File: config.mk
export PLATFORM = sky130hd
export DESIGN_NAME = float_matrix_multiply_core
export DESIGN_NICKNAME = d
export VERILOG_FILES = /design/src/hw/rtl/fmm_pkg.sv /design/src/hw/rtl/fmm_ram.sv /design/src/hw/rtl/fmm_fpu.sv /design/src/hw/rtl/fmm_seq.sv /design/src/hw/rtl/float_matrix_multiply_core.sv
export VERILOG_INCLUDE_DIRS = /design/src /design/src/hw/rtl
export SDC_FILE = /design/constraint.sdc
export NUM_CORES = 2
export LEC_CHECK = 0
export BUFFER_PORTS_ARGS = -buffer_cell sky130_fd_sc_hd__buf_2
export CAP_MARGIN = 25
export CORE_MARGIN = 4
export CORE_UTILIZATION = 45
export CTS_CLUSTER_DIAMETER = 80
export CTS_CLUSTER_SIZE = 16
export DETAILED_ROUTE_END_ITERATION = 8
export GPL_TIMING_DRIVEN = 1
export HOLD_SLACK_MARGIN = 0.15
export PLACE_DENSITY = 0.61
export SKIP_LAST_GASP = 1
export SLEW_MARGIN = 10
export SYNTH_ARGS = -nofsm -noshare
export SYNTH_HDL_FRONTEND = slang
export SYNTH_HIERARCHICAL = 1
export SYNTH_SLANG_ARGS = --single-unit
File: constraint.sdc
create_clock -name clk -period 11.3 [get_ports clk]
set_clock_uncertainty 0.15 [all_clocks]
set_input_delay 2.26 -clock clk [delete_from_list [all_inputs] [get_ports clk]]
set_output_delay 2.26 -clock clk [all_outputs]
set_load 0.01 [all_outputs]
File: src/hw/rtl/float_matrix_multiply_core_defines.svh
// assertion macros for the float matrix multiply core
// needs clk and rst_n in the scope where a macro is used
`ifndef FLOAT_MATRIX_MULTIPLY_CORE_DEFINES_SVH
`define FLOAT_MATRIX_MULTIPLY_CORE_DEFINES_SVH

// same-cycle implication
`define FMM_ASSERT_NOW(label, ante, cons, msg) \
  label: assert property (@(posedge clk) disable iff (!rst_n) (ante) |-> (cons)) \
    else $error(msg);

// next-cycle implication
`define FMM_ASSERT_NEXT(label, ante, cons, msg) \
  label: assert property (@(posedge clk) disable iff (!rst_n) (ante) |=> (cons)) \
    else $error(msg);

`endif

File: src/hw/rtl/fmm_pkg.sv
// shared types, codes and constants of the float matrix multiply core
// no dependencies
`default_nettype none
package fmm_pkg;

  localparam int MaxDimDefault = 4;
  localparam int CfgW          = 3;
  localparam int DimW          = 4;
  localparam int PaddrW        = 4;

  localparam logic [1:0] FuncLoadLeft  = 2'd0;
  localparam logic [1:0] FuncLoadRight = 2'd1;
  localparam logic [1:0] FuncCompute   = 2'd2;

  localparam logic [1:0] RegLeftRows  = 2'd0;
  localparam logic [1:0] RegInnerSize = 2'd1;
  localparam logic [1:0] RegRightCols = 2'd2;

  localparam logic [CfgW-1:0] DimReset = 3'd4;

  localparam logic [31:0] FpQnan    = 32'h7FC0_0000;
  localparam logic [31:0] FpInf     = 32'h7F80_0000;
  localparam logic [31:0] FpPosZero = 32'h0000_0000;

  typedef enum logic [2:0] {
    SEQ_IDLE, SEQ_READ, SEQ_MUL, SEQ_MUL_WAIT, SEQ_ADD, SEQ_ADD_WAIT, SEQ_EMIT
  } seq_state_t;

  typedef enum logic [1:0] {FPU_IDLE, FPU_NORM, FPU_ROUND} fpu_state_t;

  typedef enum logic {FPU_OP_MUL, FPU_OP_ADD} fpu_op_t;

  typedef struct packed {
    logic    start;
    fpu_op_t op;
  } fpu_req_t;

  typedef struct packed {
    logic        done;
    logic [31:0] result;
  } fpu_rsp_t;

  // zero counts as one, anything above the array size is clamped
  function automatic logic [DimW-1:0] eff_dim(logic [CfgW-1:0] v, logic [DimW-1:0] max_dim);
    logic [DimW-1:0] ext;
    ext = DimW'(v);
    if (ext == '0) return DimW'(1);
    if (ext > max_dim) return max_dim;
    return ext;
  endfunction

endpackage
`default_nettype wire

File: src/hw/rtl/fmm_ram.sv
// generic single write port, single read port ram with registered read
// no dependencies
`default_nettype none
module fmm_ram #(
  parameter int WIDTH = 32,
  parameter int DEPTH = 16
) (
  input  wire logic                             clk,
  input  wire logic                             we,
  input  wire logic [$clog2(DEPTH > 1 ? DEPTH : 2)-1:0] waddr,
  input  wire logic [WIDTH-1:0]                 wdata,
  input  wire logic [$clog2(DEPTH > 1 ? DEPTH : 2)-1:0] raddr,
  output logic      [WIDTH-1:0]                 rdata
);

  logic [WIDTH-1:0] mem_r [DEPTH];

  always_ff @(posedge clk) begin
    if (we) begin
      mem_r[waddr] <= wdata;
    end
    rdata <= mem_r[raddr];
  end

endmodule
`default_nettype wire

File: src/hw/rtl/fmm_fpu.sv
// shared binary32 multiply / add unit: operate, normalize, round; special operands finish after operate
// depends on fmm_pkg
`default_nettype none
module fmm_fpu (
  input  wire logic             clk,
  input  wire logic             rst_n,
  input  wire fmm_pkg::fpu_req_t req,
  input  wire logic [31:0]      op_a,
  input  wire logic [31:0]      op_b,
  output fmm_pkg::fpu_rsp_t     rsp
);

  localparam int MW = 58;

  fmm_pkg::fpu_state_t state_r, state_nxt;

  logic                 done_r;
  logic [31:0]          res_r;
  logic                 sign_r;
  logic signed [11:0]   e_r;
  logic [MW-1:0]        m_r;
  logic signed [11:0]   sh_r;

  // operate stage
  logic        sa, sb;
  logic [7:0]  ea, eb, ea1, eb1;
  logic [22:0] fa, fb;
  logic        nan_a, nan_b, inf_a, inf_b, zero_a, zero_b;
  logic [23:0] ma, mb;
  logic [47:0] mprod;
  logic        spec_hit;
  logic [31:0] spec_val;
  logic        sign_c;
  logic signed [11:0] e_c;
  logic [MW-1:0] m_c;
  logic [23:0] xm, ym;
  logic [7:0]  ex, ey;
  logic        sx, sy;
  logic [7:0]  d;
  logic [5:0]  dcl;
  logic [55:0] x56, y56, yal;

  always_comb begin
    sa = op_a[31];
    sb = op_b[31];
    ea = op_a[30:23];
    eb = op_b[30:23];
    fa = op_a[22:0];
    fb = op_b[22:0];
    nan_a  = (ea == 8'hFF) && (fa != '0);
    nan_b  = (eb == 8'hFF) && (fb != '0);
    inf_a  = (ea == 8'hFF) && (fa == '0);
    inf_b  = (eb == 8'hFF) && (fb == '0);
    zero_a = (ea == '0) && (fa == '0);
    zero_b = (eb == '0) && (fb == '0);
    ma  = (ea != '0) ? {1'b1, fa} : {1'b0, fa};
    mb  = (eb != '0) ? {1'b1, fb} : {1'b0, fb};
    ea1 = (ea != '0) ? ea : 8'd1;
    eb1 = (eb != '0) ? eb : 8'd1;
    mprod = ma * mb;
    spec_hit = 1'b0;
    spec_val = fmm_pkg::FpPosZero;
    sign_c = 1'b0;
    e_c = '0;
    m_c = '0;
    sx = sa; sy = sb; xm = ma; ym = mb; ex = ea1; ey = eb1;
    d = '0; dcl = '0; x56 = '0; y56 = '0; yal = '0;
    if (req.op == fmm_pkg::FPU_OP_MUL) begin
      sign_c = sa ^ sb;
      if (nan_a || nan_b) begin
        spec_hit = 1'b1;
        spec_val = fmm_pkg::FpQnan;
      end else if (inf_a || inf_b) begin
        spec_hit = 1'b1;
        spec_val = (zero_a || zero_b) ? fmm_pkg::FpQnan : ({sign_c, 31'b0} | fmm_pkg::FpInf);
      end else if (zero_a || zero_b) begin
        spec_hit = 1'b1;
        spec_val = {sign_c, 31'b0};
      end
      e_c = $signed({4'b0, ea1}) + $signed({4'b0, eb1}) - 12'sd300;
      m_c = MW'(mprod);
    end else begin
      if (nan_a || nan_b) begin
        spec_hit = 1'b1;
        spec_val = fmm_pkg::FpQnan;
      end else if (inf_a) begin
        spec_hit = 1'b1;
        spec_val = (inf_b && (sa != sb)) ? fmm_pkg::FpQnan : op_a;
      end else if (inf_b) begin
        spec_hit = 1'b1;
        spec_val = op_b;
      end else if (zero_a) begin
        spec_hit = 1'b1;
        spec_val = zero_b ? {sa & sb, 31'b0} : op_b;
      end else if (zero_b) begin
        spec_hit = 1'b1;
        spec_val = op_a;
      end
      // larger exponent goes to x
      if (eb1 > ea1) begin
        sx = sb; sy = sa; xm = mb; ym = ma; ex = eb1; ey = ea1;
      end
      d   = ex - ey;
      dcl = (d > 8'd56) ? 6'd56 : d[5:0];
      x56 = {xm, 32'b0};
      y56 = {ym, 32'b0};
      yal = (y56 >> dcl) | 56'((y56 & ((56'b1 << dcl) - 56'b1)) != '0);
      e_c = $signed({4'b0, ex}) - 12'sd182;
      if (sx == sy) begin
        sign_c = sx;
        m_c = MW'(x56) + MW'(yal);
      end else if (x56 > yal) begin
        sign_c = sx;
        m_c = MW'(x56 - yal);
      end else if (yal > x56) begin
        sign_c = sy;
        m_c = MW'(yal - x56);
      end else if (!spec_hit) begin
        spec_hit = 1'b1;
        spec_val = fmm_pkg::FpPosZero;
      end
    end
  end

  // normalize stage: leading one position and the final right shift
  logic [5:0]         lead;
  logic signed [11:0] sh_lead, sh_lo;

  always_comb begin
    lead = '0;
    for (int n = 0; n < MW; n++) begin
      if (m_r[n]) lead = 6'(n);
    end
    sh_lead = $signed({6'b0, lead}) - 12'sd23;
    sh_lo   = -12'sd149 - e_r;
  end

  // round stage
  logic [MW-1:0]      lsh_q;
  logic [5:0]         rs;
  logic [MW+58:0]     full;
  logic [24:0]        q25, qr, qf;
  logic               inc;
  logic signed [11:0] r, rf;
  logic [31:0]        rnd_val;

  always_comb begin
    lsh_q = '0;
    full  = '0;
    rs    = '0;
    inc   = 1'b0;
    if (sh_r <= 12'sd0) begin
      lsh_q = m_r << 6'(-sh_r);
      q25   = lsh_q[24:0];
    end else begin
      rs   = (sh_r > 12'sd59) ? 6'd59 : sh_r[5:0];
      full = {m_r, 59'b0} >> rs;
      q25  = full[83:59];
      inc  = full[58] & ((|full[57:0]) | full[59]);
    end
    qr = q25 + 25'(inc);
    r  = e_r + sh_r;
    if (qr[24]) begin
      qf = qr >> 1;
      rf = r + 12'sd1;
    end else begin
      qf = qr;
      rf = r;
    end
    if (!qf[23]) begin
      rnd_val = {sign_r, 8'b0, qf[22:0]};
    end else if (rf >= 12'sd105) begin
      rnd_val = {sign_r, 31'b0} | fmm_pkg::FpInf;
    end else begin
      rnd_val = {sign_r, 8'(rf + 12'sd150), qf[22:0]};
    end
  end

  always_comb begin
    state_nxt = state_r;
    unique case (state_r)
      fmm_pkg::FPU_IDLE:  if (req.start && !spec_hit) state_nxt = fmm_pkg::FPU_NORM;
      fmm_pkg::FPU_NORM:  state_nxt = fmm_pkg::FPU_ROUND;
      fmm_pkg::FPU_ROUND: state_nxt = fmm_pkg::FPU_IDLE;
      default:            state_nxt = fmm_pkg::FPU_IDLE;
    endcase
  end

  always_ff @(posedge clk) begin
    if (!rst_n) begin
      state_r <= fmm_pkg::FPU_IDLE;
      done_r  <= 1'b0;
    end else begin
      state_r <= state_nxt;
      done_r  <= ((state_r == fmm_pkg::FPU_IDLE) && req.start && spec_hit) ||
                 (state_r == fmm_pkg::FPU_ROUND);
    end
  end

  always_ff @(posedge clk) begin
    if (state_r == fmm_pkg::FPU_IDLE && req.start) begin
      res_r  <= spec_val;
      sign_r <= sign_c;
      e_r    <= e_c;
      m_r    <= m_c;
    end
    if (state_r == fmm_pkg::FPU_NORM) begin
      sh_r <= (sh_lo > sh_lead) ? sh_lo : sh_lead;
    end
    if (state_r == fmm_pkg::FPU_ROUND) begin
      res_r <= rnd_val;
    end
  end

  always_comb begin
    rsp.done   = done_r;
    rsp.result = res_r;
  end

endmodule
`default_nettype wire

File: src/hw/rtl/fmm_seq.sv
// sequencer: walks rows, columns and the inner index, drives the fpu, holds the result register
// depends on fmm_pkg and the assertion macro header
`default_nettype none
`include "float_matrix_multiply_core_defines.svh"
module fmm_seq #(
  parameter int MAX_DIM = fmm_pkg::MaxDimDefault,
  localparam int IW = (MAX_DIM > 1) ? $clog2(MAX_DIM) : 1,
  localparam int AW = $clog2((MAX_DIM * MAX_DIM) > 1 ? (MAX_DIM * MAX_DIM) : 2)
) (
  input  wire logic                      clk,
  input  wire logic                      rst_n,
  input  wire logic [fmm_pkg::DimW-1:0]  nr,
  input  wire logic [fmm_pkg::DimW-1:0]  ni,
  input  wire logic [fmm_pkg::DimW-1:0]  nc,
  input  wire logic                      in_valid,
  output logic                           in_ready,
  input  wire logic [1:0]                in_func,
  output logic [AW-1:0]                  left_raddr,
  output logic [AW-1:0]                  right_raddr,
  input  wire logic [31:0]               left_rdata,
  input  wire logic [31:0]               right_rdata,
  output fmm_pkg::fpu_req_t              fpu_req,
  output logic [31:0]                    fpu_a,
  output logic [31:0]                    fpu_b,
  input  wire fmm_pkg::fpu_rsp_t         fpu_rsp,
  output logic                           out_valid,
  input  wire logic                      out_ready,
  output logic [1:0]                     out_row,
  output logic [1:0]                     out_col,
  output logic [31:0]                    out_product,
  output logic                           out_last
);

  fmm_pkg::seq_state_t state_r, state_nxt;

  logic [IW-1:0] i_r, j_r, k_r;
  logic [31:0]   acc_r, prod_r;
  logic          out_valid_r;
  logic [1:0]    out_row_r, out_col_r;
  logic [31:0]   out_product_r;
  logic          out_last_r;

  logic start_compute, k_last, j_last, i_last, can_emit, emit;

  always_comb begin
    start_compute = in_valid && in_ready && (in_func == fmm_pkg::FuncCompute);
    k_last   = (fmm_pkg::DimW'(k_r) == ni - fmm_pkg::DimW'(1));
    j_last   = (fmm_pkg::DimW'(j_r) == nc - fmm_pkg::DimW'(1));
    i_last   = (fmm_pkg::DimW'(i_r) == nr - fmm_pkg::DimW'(1));
    can_emit = !out_valid_r || out_ready;
    emit     = (state_r == fmm_pkg::SEQ_EMIT) && can_emit;
  end

  always_comb begin
    state_nxt = state_r;
    unique case (state_r)
      fmm_pkg::SEQ_IDLE:     if (start_compute) state_nxt = fmm_pkg::SEQ_READ;
      fmm_pkg::SEQ_READ:     state_nxt = fmm_pkg::SEQ_MUL;
      fmm_pkg::SEQ_MUL:      state_nxt = fmm_pkg::SEQ_MUL_WAIT;
      fmm_pkg::SEQ_MUL_WAIT: if (fpu_rsp.done) state_nxt = fmm_pkg::SEQ_ADD;
      fmm_pkg::SEQ_ADD:      state_nxt = fmm_pkg::SEQ_ADD_WAIT;
      fmm_pkg::SEQ_ADD_WAIT: begin
        if (fpu_rsp.done) state_nxt = k_last ? fmm_pkg::SEQ_EMIT : fmm_pkg::SEQ_READ;
      end
      fmm_pkg::SEQ_EMIT: begin
        if (can_emit) state_nxt = (i_last && j_last) ? fmm_pkg::SEQ_IDLE : fmm_pkg::SEQ_READ;
      end
      default: state_nxt = fmm_pkg::SEQ_IDLE;
    endcase
  end

  always_comb begin
    in_ready      = (state_r == fmm_pkg::SEQ_IDLE);
    fpu_req.start = (state_r == fmm_pkg::SEQ_MUL) || (state_r == fmm_pkg::SEQ_ADD);
    fpu_req.op    = (state_r == fmm_pkg::SEQ_ADD) ? fmm_pkg::FPU_OP_ADD : fmm_pkg::FPU_OP_MUL;
    fpu_a         = (state_r == fmm_pkg::SEQ_ADD) ? acc_r : left_rdata;
    fpu_b         = (state_r == fmm_pkg::SEQ_ADD) ? prod_r : right_rdata;
    left_raddr    = AW'(int'(i_r) * MAX_DIM + int'(k_r));
    right_raddr   = AW'(int'(k_r) * MAX_DIM + int'(j_r));
  end

  always_ff @(posedge clk) begin
    if (!rst_n) begin
      state_r     <= fmm_pkg::SEQ_IDLE;
      out_valid_r <= 1'b0;
      i_r         <= '0;
      j_r         <= '0;
      k_r         <= '0;
    end else begin
      state_r <= state_nxt;
      if (emit) begin
        out_valid_r <= 1'b1;
      end else if (out_ready) begin
        out_valid_r <= 1'b0;
      end
      if (start_compute) begin
        i_r <= '0;
        j_r <= '0;
        k_r <= '0;
      end else if ((state_r == fmm_pkg::SEQ_ADD_WAIT) && fpu_rsp.done && !k_last) begin
        k_r <= k_r + IW'(1);
      end else if (emit) begin
        k_r <= '0;
        if (j_last) begin
          j_r <= '0;
          i_r <= i_r + IW'(1);
        end else begin
          j_r <= j_r + IW'(1);
        end
      end
    end
  end

  always_ff @(posedge clk) begin
    if (start_compute || emit) begin
      acc_r <= fmm_pkg::FpPosZero;
    end else if ((state_r == fmm_pkg::SEQ_ADD_WAIT) && fpu_rsp.done) begin
      acc_r <= fpu_rsp.result;
    end
    if ((state_r == fmm_pkg::SEQ_MUL_WAIT) && fpu_rsp.done) begin
      prod_r <= fpu_rsp.result;
    end
    if (emit) begin
      out_row_r     <= 2'(i_r);
      out_col_r     <= 2'(j_r);
      out_product_r <= acc_r;
      out_last_r    <= i_last && j_last;
    end
  end

  always_comb begin
    out_valid   = out_valid_r;
    out_row     = out_row_r;
    out_col     = out_col_r;
    out_product = out_product_r;
    out_last    = out_last_r;
  end

  `FMM_ASSERT_NOW(a_done_when_waiting, fpu_rsp.done,
    (state_r == fmm_pkg::SEQ_MUL_WAIT) || (state_r == fmm_pkg::SEQ_ADD_WAIT),
    "fpu result arrived while the sequencer was not waiting")
  `FMM_ASSERT_NEXT(a_compute_starts, start_compute, state_r == fmm_pkg::SEQ_READ,
    "compute transfer did not start the first read")
  `FMM_ASSERT_NOW(a_inner_bound, state_r != fmm_pkg::SEQ_IDLE,
    fmm_pkg::DimW'(k_r) < ni, "inner index ran past the inner size")

endmodule
`default_nettype wire

File: src/hw/rtl/float_matrix_multiply_core.sv
// Float matrix multiply core, binary32 round-to-nearest-even, subnormals kept. Load transfers
// (func 0 left, func 1 right) write the element rams; a compute transfer streams the product in
// row-major order with out_last on the final element. Every element costs inner_size passes
// of a shared fpu, each pass a read, a multiply and an add; the element then ends in an emit,
// which waits while the output register is held. in_ready is low from a compute transfer until
// its last element sits in the output register. Dimension registers sit at APB addresses 0, 4
// and 8 and may be written only while idle.
// top level: apb registers, the two element rams, the fpu and the sequencer
// depends on fmm_pkg, fmm_ram, fmm_fpu, fmm_seq
`default_nettype none
module float_matrix_multiply_core #(
  parameter int MAX_DIM = fmm_pkg::MaxDimDefault
) (
  input  wire logic                        clk,
  input  wire logic                        rst_n,
  input  wire logic                        psel,
  input  wire logic                        penable,
  input  wire logic                        pwrite,
  input  wire logic [fmm_pkg::PaddrW-1:0]  paddr,
  input  wire logic [31:0]                 pwdata,
  output logic      [31:0]                 prdata,
  output logic                             pready,
  input  wire logic                        in_valid,
  output logic                             in_ready,
  input  wire logic [1:0]                  in_func,
  input  wire logic [1:0]                  in_row,
  input  wire logic [1:0]                  in_col,
  input  wire logic [31:0]                 in_value,
  output logic                             out_valid,
  input  wire logic                        out_ready,
  output logic [1:0]                       out_row,
  output logic [1:0]                       out_col,
  output logic [31:0]                      out_product,
  output logic                             out_last
);

  localparam int Depth = MAX_DIM * MAX_DIM;
  localparam int AW = $clog2(Depth > 1 ? Depth : 2);

  logic [fmm_pkg::CfgW-1:0] left_rows_r, inner_size_r, right_cols_r;
  logic [fmm_pkg::DimW-1:0] nr, ni, nc;
  logic                     cfg_wr;
  logic                     in_xfer, left_we, right_we;
  logic [AW-1:0]            waddr, left_raddr, right_raddr;
  logic [31:0]              left_rdata, right_rdata, fpu_a, fpu_b;
  fmm_pkg::fpu_req_t        fpu_req;
  fmm_pkg::fpu_rsp_t        fpu_rsp;

  always_comb begin
    pready = 1'b1;
    cfg_wr = psel && penable && pwrite;
    unique case (paddr[3:2])
      fmm_pkg::RegLeftRows:  prdata = 32'(left_rows_r);
      fmm_pkg::RegInnerSize: prdata = 32'(inner_size_r);
      fmm_pkg::RegRightCols: prdata = 32'(right_cols_r);
      default:               prdata = '0;
    endcase
  end

  always_ff @(posedge clk) begin
    if (!rst_n) begin
      left_rows_r  <= fmm_pkg::DimReset;
      inner_size_r <= fmm_pkg::DimReset;
      right_cols_r <= fmm_pkg::DimReset;
    end else if (cfg_wr) begin
      unique case (paddr[3:2])
        fmm_pkg::RegLeftRows:  left_rows_r  <= pwdata[fmm_pkg::CfgW-1:0];
        fmm_pkg::RegInnerSize: inner_size_r <= pwdata[fmm_pkg::CfgW-1:0];
        fmm_pkg::RegRightCols: right_cols_r <= pwdata[fmm_pkg::CfgW-1:0];
        default: ;
      endcase
    end
  end

  always_comb begin
    nr = fmm_pkg::eff_dim(left_rows_r, fmm_pkg::DimW'(MAX_DIM));
    ni = fmm_pkg::eff_dim(inner_size_r, fmm_pkg::DimW'(MAX_DIM));
    nc = fmm_pkg::eff_dim(right_cols_r, fmm_pkg::DimW'(MAX_DIM));
    in_xfer  = in_valid && in_ready;
    // loads outside the current dimensions are dropped
    left_we  = in_xfer && (in_func == fmm_pkg::FuncLoadLeft) &&
               (fmm_pkg::DimW'(in_row) < nr) && (fmm_pkg::DimW'(in_col) < ni);
    right_we = in_xfer && (in_func == fmm_pkg::FuncLoadRight) &&
               (fmm_pkg::DimW'(in_row) < ni) && (fmm_pkg::DimW'(in_col) < nc);
    waddr    = AW'(int'(in_row) * MAX_DIM + int'(in_col));
  end

  fmm_ram #(.WIDTH(32), .DEPTH(Depth)) u_left_ram (
    .clk   (clk),
    .we    (left_we),
    .waddr (waddr),
    .wdata (in_value),
    .raddr (left_raddr),
    .rdata (left_rdata)
  );

  fmm_ram #(.WIDTH(32), .DEPTH(Depth)) u_right_ram (
    .clk   (clk),
    .we    (right_we),
    .waddr (waddr),
    .wdata (in_value),
    .raddr (right_raddr),
    .rdata (right_rdata)
  );

  fmm_fpu u_fpu (
    .clk   (clk),
    .rst_n (rst_n),
    .req   (fpu_req),
    .op_a  (fpu_a),
    .op_b  (fpu_b),
    .rsp   (fpu_rsp)
  );

  fmm_seq #(.MAX_DIM(MAX_DIM)) u_seq (
    .clk         (clk),
    .rst_n       (rst_n),
    .nr          (nr),
    .ni          (ni),
    .nc          (nc),
    .in_valid    (in_valid),
    .in_ready    (in_ready),
    .in_func     (in_func),
    .left_raddr  (left_raddr),
    .right_raddr (right_raddr),
    .left_rdata  (left_rdata),
    .right_rdata (right_rdata),
    .fpu_req     (fpu_req),
    .fpu_a       (fpu_a),
    .fpu_b       (fpu_b),
    .fpu_rsp     (fpu_rsp),
    .out_valid   (out_valid),
    .out_ready   (out_ready),
    .out_row     (out_row),
    .out_col     (out_col),
    .out_product (out_product),
    .out_last    (out_last)
  );

endmodule
`default_nettype wire
# Word-level counts from Yosys, hierarchy flattened
# Memories as Yosys holds them, arrays and structs flattened. A register that Yosys moved wholly into a read port is not among the register bits.
# Index checks and enable logic that the tools add are counted.
# totals
regBits	238
ramBits	1024
input_bits	81
output_inout_bits	72
word_cells	327
mem_count	2
# classes
add_sub_neg	24
multipliers	1
order_cmp	15
n_eq_ne	24
n_shift	4
n_mux	165
n_bitwise	8
reduce_logical	62
# mem_list
memory	depth	word_bits	rd	rd_ports_with_merged_regs	write_ports	line_no	text
u_left_ram.mem_r	16	32	1	1	1	fmm_ram.sv:16	logic [WIDTH-1:0] mem_r [DEPTH];
u_right_ram.mem_r	16	32	1	1	1	fmm_ram.sv:16	
# ops
cell	count
$mux W32	20
$mux W58	3
$mux W24	7
$mux W6	28
$shr A117 B6 Y84	1
$sub A56 B56 Y57	2
$gt A56 B56 Y1	2
$mux W4	20
$mux W5	16
$mux W31	2
$reduce_or A58 Y1	1
$shl A58 B6 Y25	1
$add A56 B56 Y57	1
$and A56 B56 Y56	1
$or A56 B1 Y56	1
$reduce_bool A56 Y1	1
$shl A1 B6 Y56 const A	1
$shr A56 B6 Y56	1
$sub A56 B1 Y56 const B	1
$mul A24 B24 Y48	1
$mux W48	1
$mux W8	6
$logic_not A23 Y1	2
$reduce_bool A23 Y1	2
other kinds (57)	181

# Depth between registers and ports, before layout
# logic_depth
ltp_word	60
ltp_mapped	61
mapped_depth_nobuf	54

# Hierarchy
# Netlist, hierarchy kept.
# by_module_without_submodules
mod	instances	cells_per_inst	area_per_inst_um2	seq_area_each_um2
fmm_fpu	1	5254	41860.1	3453.3
fmm_ram (u_left_ram)	1	838	19854.0	16015.4
fmm_ram (u_right_ram)	1	838	19835.3	16015.4
fmm_seq	1	383	4702.0	2912.8
float_matrix_multiply_core	1	114	874.6	180.2

# Worst setup path after synthesis
# Ideal clock, no wire load.
# synth_timing
path_kind	flip-flop to flip-flop
startpoint	register u_seq.state_r[0]
endpoint	register u_fpu.m_r[54] (data pin)
setup_ps	259
arrival_time_ps	11666
t_required_ps	10891
setup_slack_ps	-774
stages_incl_launch_ff	59
n_path_buf	10
synth_period_minus_slack_ps	12074
path_cell_list	dfxtp_1 > buf_2 > nor2_1 > buf_2 > buf_2 > mux2_2 > nor4_1 > nand2_1 > nand2b_1 > ha_1 > nor4b_1 > nand3_1 > and2_1 > nand2_2 > buf_1 > clkbuf_1 > clkbuf_1 > mux2_2 > [23 not listed] > o21ai_0 > a21oi_1 > o21ai_0 > a21oi_1 > o21ai_0 > a21oi_1 > o21ai_0 > a21oi_1 > o21ai_0 > a21oi_1 > nor2_1 > or3_1 > a31oi_1 > o21bai_1 > a21oi_1 > xnor2_1 > o21ai_0 > a211o_1
# synth_rtl
element	line_no	text
start: declaration	fmm_seq.sv:34	fmm_pkg::seq_state_t state_r, state_nxt;
start signal: assignment	fmm_seq.sv:84	state_r <= fmm_pkg::SEQ_IDLE;
start signal: assignment	fmm_seq.sv:90	state_r <= state_nxt;
end signal: assignment	fmm_fpu.sv:205	m_r <= m_c;
end: declaration	fmm_fpu.sv:21	logic [MW-1:0] m_r;

==> flow_summary.json <==
{
  "status": "completed",
  "synth_area_um2": 87130,
  "yosys_warnings": 6,
  "firstDrtPassIters": 5,
  "critPathKind": "reg -> reg",
  "finalNetCount": 8464,
  "clockBufferDepth": 3,
  "antenna_left": 0,
  "io_pins": 153,
  "required_ns": 11.64,
  "drive_above_1_share_pct": 16.54,
  "ys_seq_area_share_pct": 44.28,
  "min_path_type": "reg -> reg",
  "clkTransAtPathRegs_ns": 0.07,
  "critPathCaptureType": "flip-flop",
  "pre_cts_slack_ns": 0.01951,
  "power_w": 0.01097,
  "core_region_area_um2": 192600,
  "tightest_slew_ns": 1.179,
  "clk_latency_ns": 0.77,
  "syn-mean-instance-area_um2": 11.73,
  "drv_cap": 0,
  "first_iter_violations": 6136,
  "drt-total-wl_mm": 285.9,
  "synthArstFlopShare_pct": 0,
  "final_util_pct": 49.66,
  "grt_start_max_net_pins": 97,
  "setup-tns-final_ns": 0,
  "slew_headroom_pct": 19.12,
  "peakVddDrop_v": 0.0001442,
  "num_vias": 61810,
  "largest_registers": "u_left_ram/mem_r: 512 flops, u_right_ram/mem_r: 512 flops, u_fpu/m_r: 58 flops",
  "synthDistinctLibCells": 118,
  "drcViolationCount": 0,
  "cp-start-kind": "flip-flop",
  "wire_per_inst_um": 28.08,
  "io_buffer_count": 91,
  "final-setup-viol-count": 0,
  "dpl.hpwl_mm": 207.0,
  "die_h_um": 448.0,
  "grt_pass1_vias": 61620,
  "synth-edff-count": 1206,
  "nFillCells": 17110,
  "syn2layout_area_growth_pct": 9.775,
  "path_max_fanout": 13,
  "period_share_pct": 95.58,
  "gp_congestion": 1.016,
  "final-hold-violation-count": 0,
  "yosys_most_used_dff": "edfxtp_1",
  "root_buffer": "clkbuf_16",
  "top_layer_used": "met5",
  "overflow": 0,
  "die_w_um": 448.0,
  "htree_levels": 3,
  "met1_length_mm": 116.9,
  "met3WireLength_mm": 18.30,
  "ctsHoldBuffers": 0,
  "worstPathArrival_ns": 11.14,
  "crit_path_frequent_cell": "a21o_1",
  "drv_slew": 0,
  "grt_pass1_wl_mm": 419.8,
  "cts_buffers": 95,
  "critPathSlowestCell": "fa_1",
  "p_leak_nw": 35.93,
  "core.rowCount": 161,
  "antenna_found_initial": 18,
  "start_util_pct": 45.24,
  "dieArea_um2": 200700,
  "cts_sinks": 1324,
  "fin_ws_ns": 0.4999,
  "syn_inst": 7427,
  "power_density_nw_per_um2": 114.7,
  "layout_min_cycle_time_ns": 10.80,
  "rrSetupSlack_ns": 0.50,
  "ys_ff_latch": 1324,
  "cts_tree": "yes",
  "wl_met2_mm": 136.4,
  "grt.total_usage_pct": 28.32,
  "fmax_mhz": 92.59,
  "slowest_delay_ns": 0.45,
  "vias_per_cell": 6.070
}
power breakdown:
part	switching, W	total [W]	internal, W
sequential	0.000101	0.00554	0.00544
combinational	0.00138	0.00217	0.000789
clock	0.00165	0.00327	0.00161
total	0.00314	0.0110	0.00784
critical path, delay by kind of cell, from the launching register on:
family | cells | cell delay [ns]
AO/OA/AOI/OAI | 25 | 4.47
AND/OR/NAND/NOR | 17 | 2.60
adder cells (fa/ha/maj) | 4 | 1.12
buffers and inverters | 6 | 0.88
multiplexers | 2 | 0.73
flip-flops | 1 | 0.31
XOR/XNOR | 2 | 0.26
stage by stage:
step / hold slack, ns / std cells / area [um^2]
2_1_floorplan: 0.2745 / 7460 / 87310
3_3_place_gp: 0.2795 / 10010 / 92490
3_5_place_dp: 0.2852 / 10010 / 92540
4_1_cts: 0.2990 / 10170 / 95360
5_1_grt: 0.3130 / 10180 / 95630
6_report: 0.3024 / 10180 / 95640
layout by cell type, fill, tap and decap left out, types with 87 or more instances in the layout:
| cell type | instances |
|---|---|
| edfxtp_1 | 1206 |
| nand2_1 | 945 |
| inv_1 | 661 |
| fa_1 | 486 |
| buf_4 | 448 |
| mux4_2 | 335 |
| a21oi_1 | 317 |
| ha_1 | 309 |
| nor2_1 | 308 |
| and2_1 | 212 |
| a22oi_1 | 167 |
| mux2i_1 | 159 |
| o21ai_0 | 152 |
| xnor2_1 | 120 |
| dfxtp_1 | 114 |
| nand3_1 | 104 |
| clkbuf_16 | 97 |
| nor3_1 | 93 |
| buf_2 | 92 |
| o22ai_1 | 87 |
| mux2_2 | 87 |
worst paths after layout:
| check | from | endpoint | cells past startpoint |
|---|---|---|---|
| hold reg to reg | u_fpu/res_r[31] | u_seq/prod_r[31] | 0 |
| hold / removal | u_fpu/res_r[31] | u_seq/prod_r[31] | 0 |
| setup / recovery | u_seq/state_r[1] | u_fpu/m_r[54] | 56 |
| setup reg to reg | u_seq/state_r[1] | u_fpu/m_r[54] | 56 |
cell usage after synthesis (all sizes together), types with 22 or more instances:
master | count | area, um^2
a21oi | 322 | 1612
nor2b | 53 | 331.6
o21ai | 184 | 920.9
a21o | 43 | 322.8
nand3 | 108 | 563.0
clkbuf | 338 | 1269
mux2 | 87 | 979.7
o21a | 22 | 165.2
a221oi | 25 | 231.5
a31oi | 46 | 309.0
inv | 662 | 2485
xor2 | 62 | 543.0
nand2b | 48 | 300.3
a22oi | 167 | 1254
dfxtp | 118 | 2362
and3 | 41 | 261.5
mux4 | 335 | 7545
and2 | 214 | 1339
or2 | 27 | 168.9
xnor2 | 123 | 1104
edfxtp | 1206 | 36210
a211oi | 52 | 410.4
ha | 309 | 3866
or3 | 27 | 173.9
o21bai | 57 | 427.9
buf | 187 | 1066
nand2 | 951 | 3582
nand4 | 61 | 394.1
mux2i | 161 | 1619
o211ai | 27 | 221.5
fa | 486 | 9729
nor3 | 109 | 571.8
nor2 | 344 | 1318
o22ai | 88 | 550.5
nor4 | 70 | 546.8
metal layers:
| layer | vias up | track usage [%] |
|---|---|---|
| li1 | 26970 | - |
| met1 | 31860 | 38.34 |
| met2 | 2475 | 46.35 |
| met3 | 497 | 3.705 |
| met4 | 8 | 11.74 |
| met5 | - | 0 |
what timing repair did:
item                       CTS  global route
pin swaps                    0            11
setup endpoints to repair    1            61
buffers inserted             0             7
gates resized for setup      2            38
logic make-up (layout without fill, tap and decap cells):
group	after synthesis	count (layout)	synth area share, %
XOR/XNOR	185	185	1.890
adder cells (fa/ha/maj)	795	795	15.60
multiplexers	583	583	11.64
other	2	40	0.008620
AND/OR/NAND/NOR	2103	2103	11.43
flip-flops	1324	1324	44.28
AO/OA/AOI/OAI	1243	1243	9.590
buffers and inverters	1192	1384	5.555
layout make-up:
class                           count  area [um^2]  area share, %
Antenna cell                        5        12.51        0.01308
Clock buffer                      150         2626          2.746
Clock inverter                     11        185.2         0.1936
Inverter                          667         2505          2.619
Multi-Input combinational cell   4944        44410          46.43
Sequential cell                  1324        38590          40.35
Tap cell                         2526         3161          3.305
Timing Repair Buffer              556         4151          4.341
Note: power is estimated with default switching activity, not from simulation.
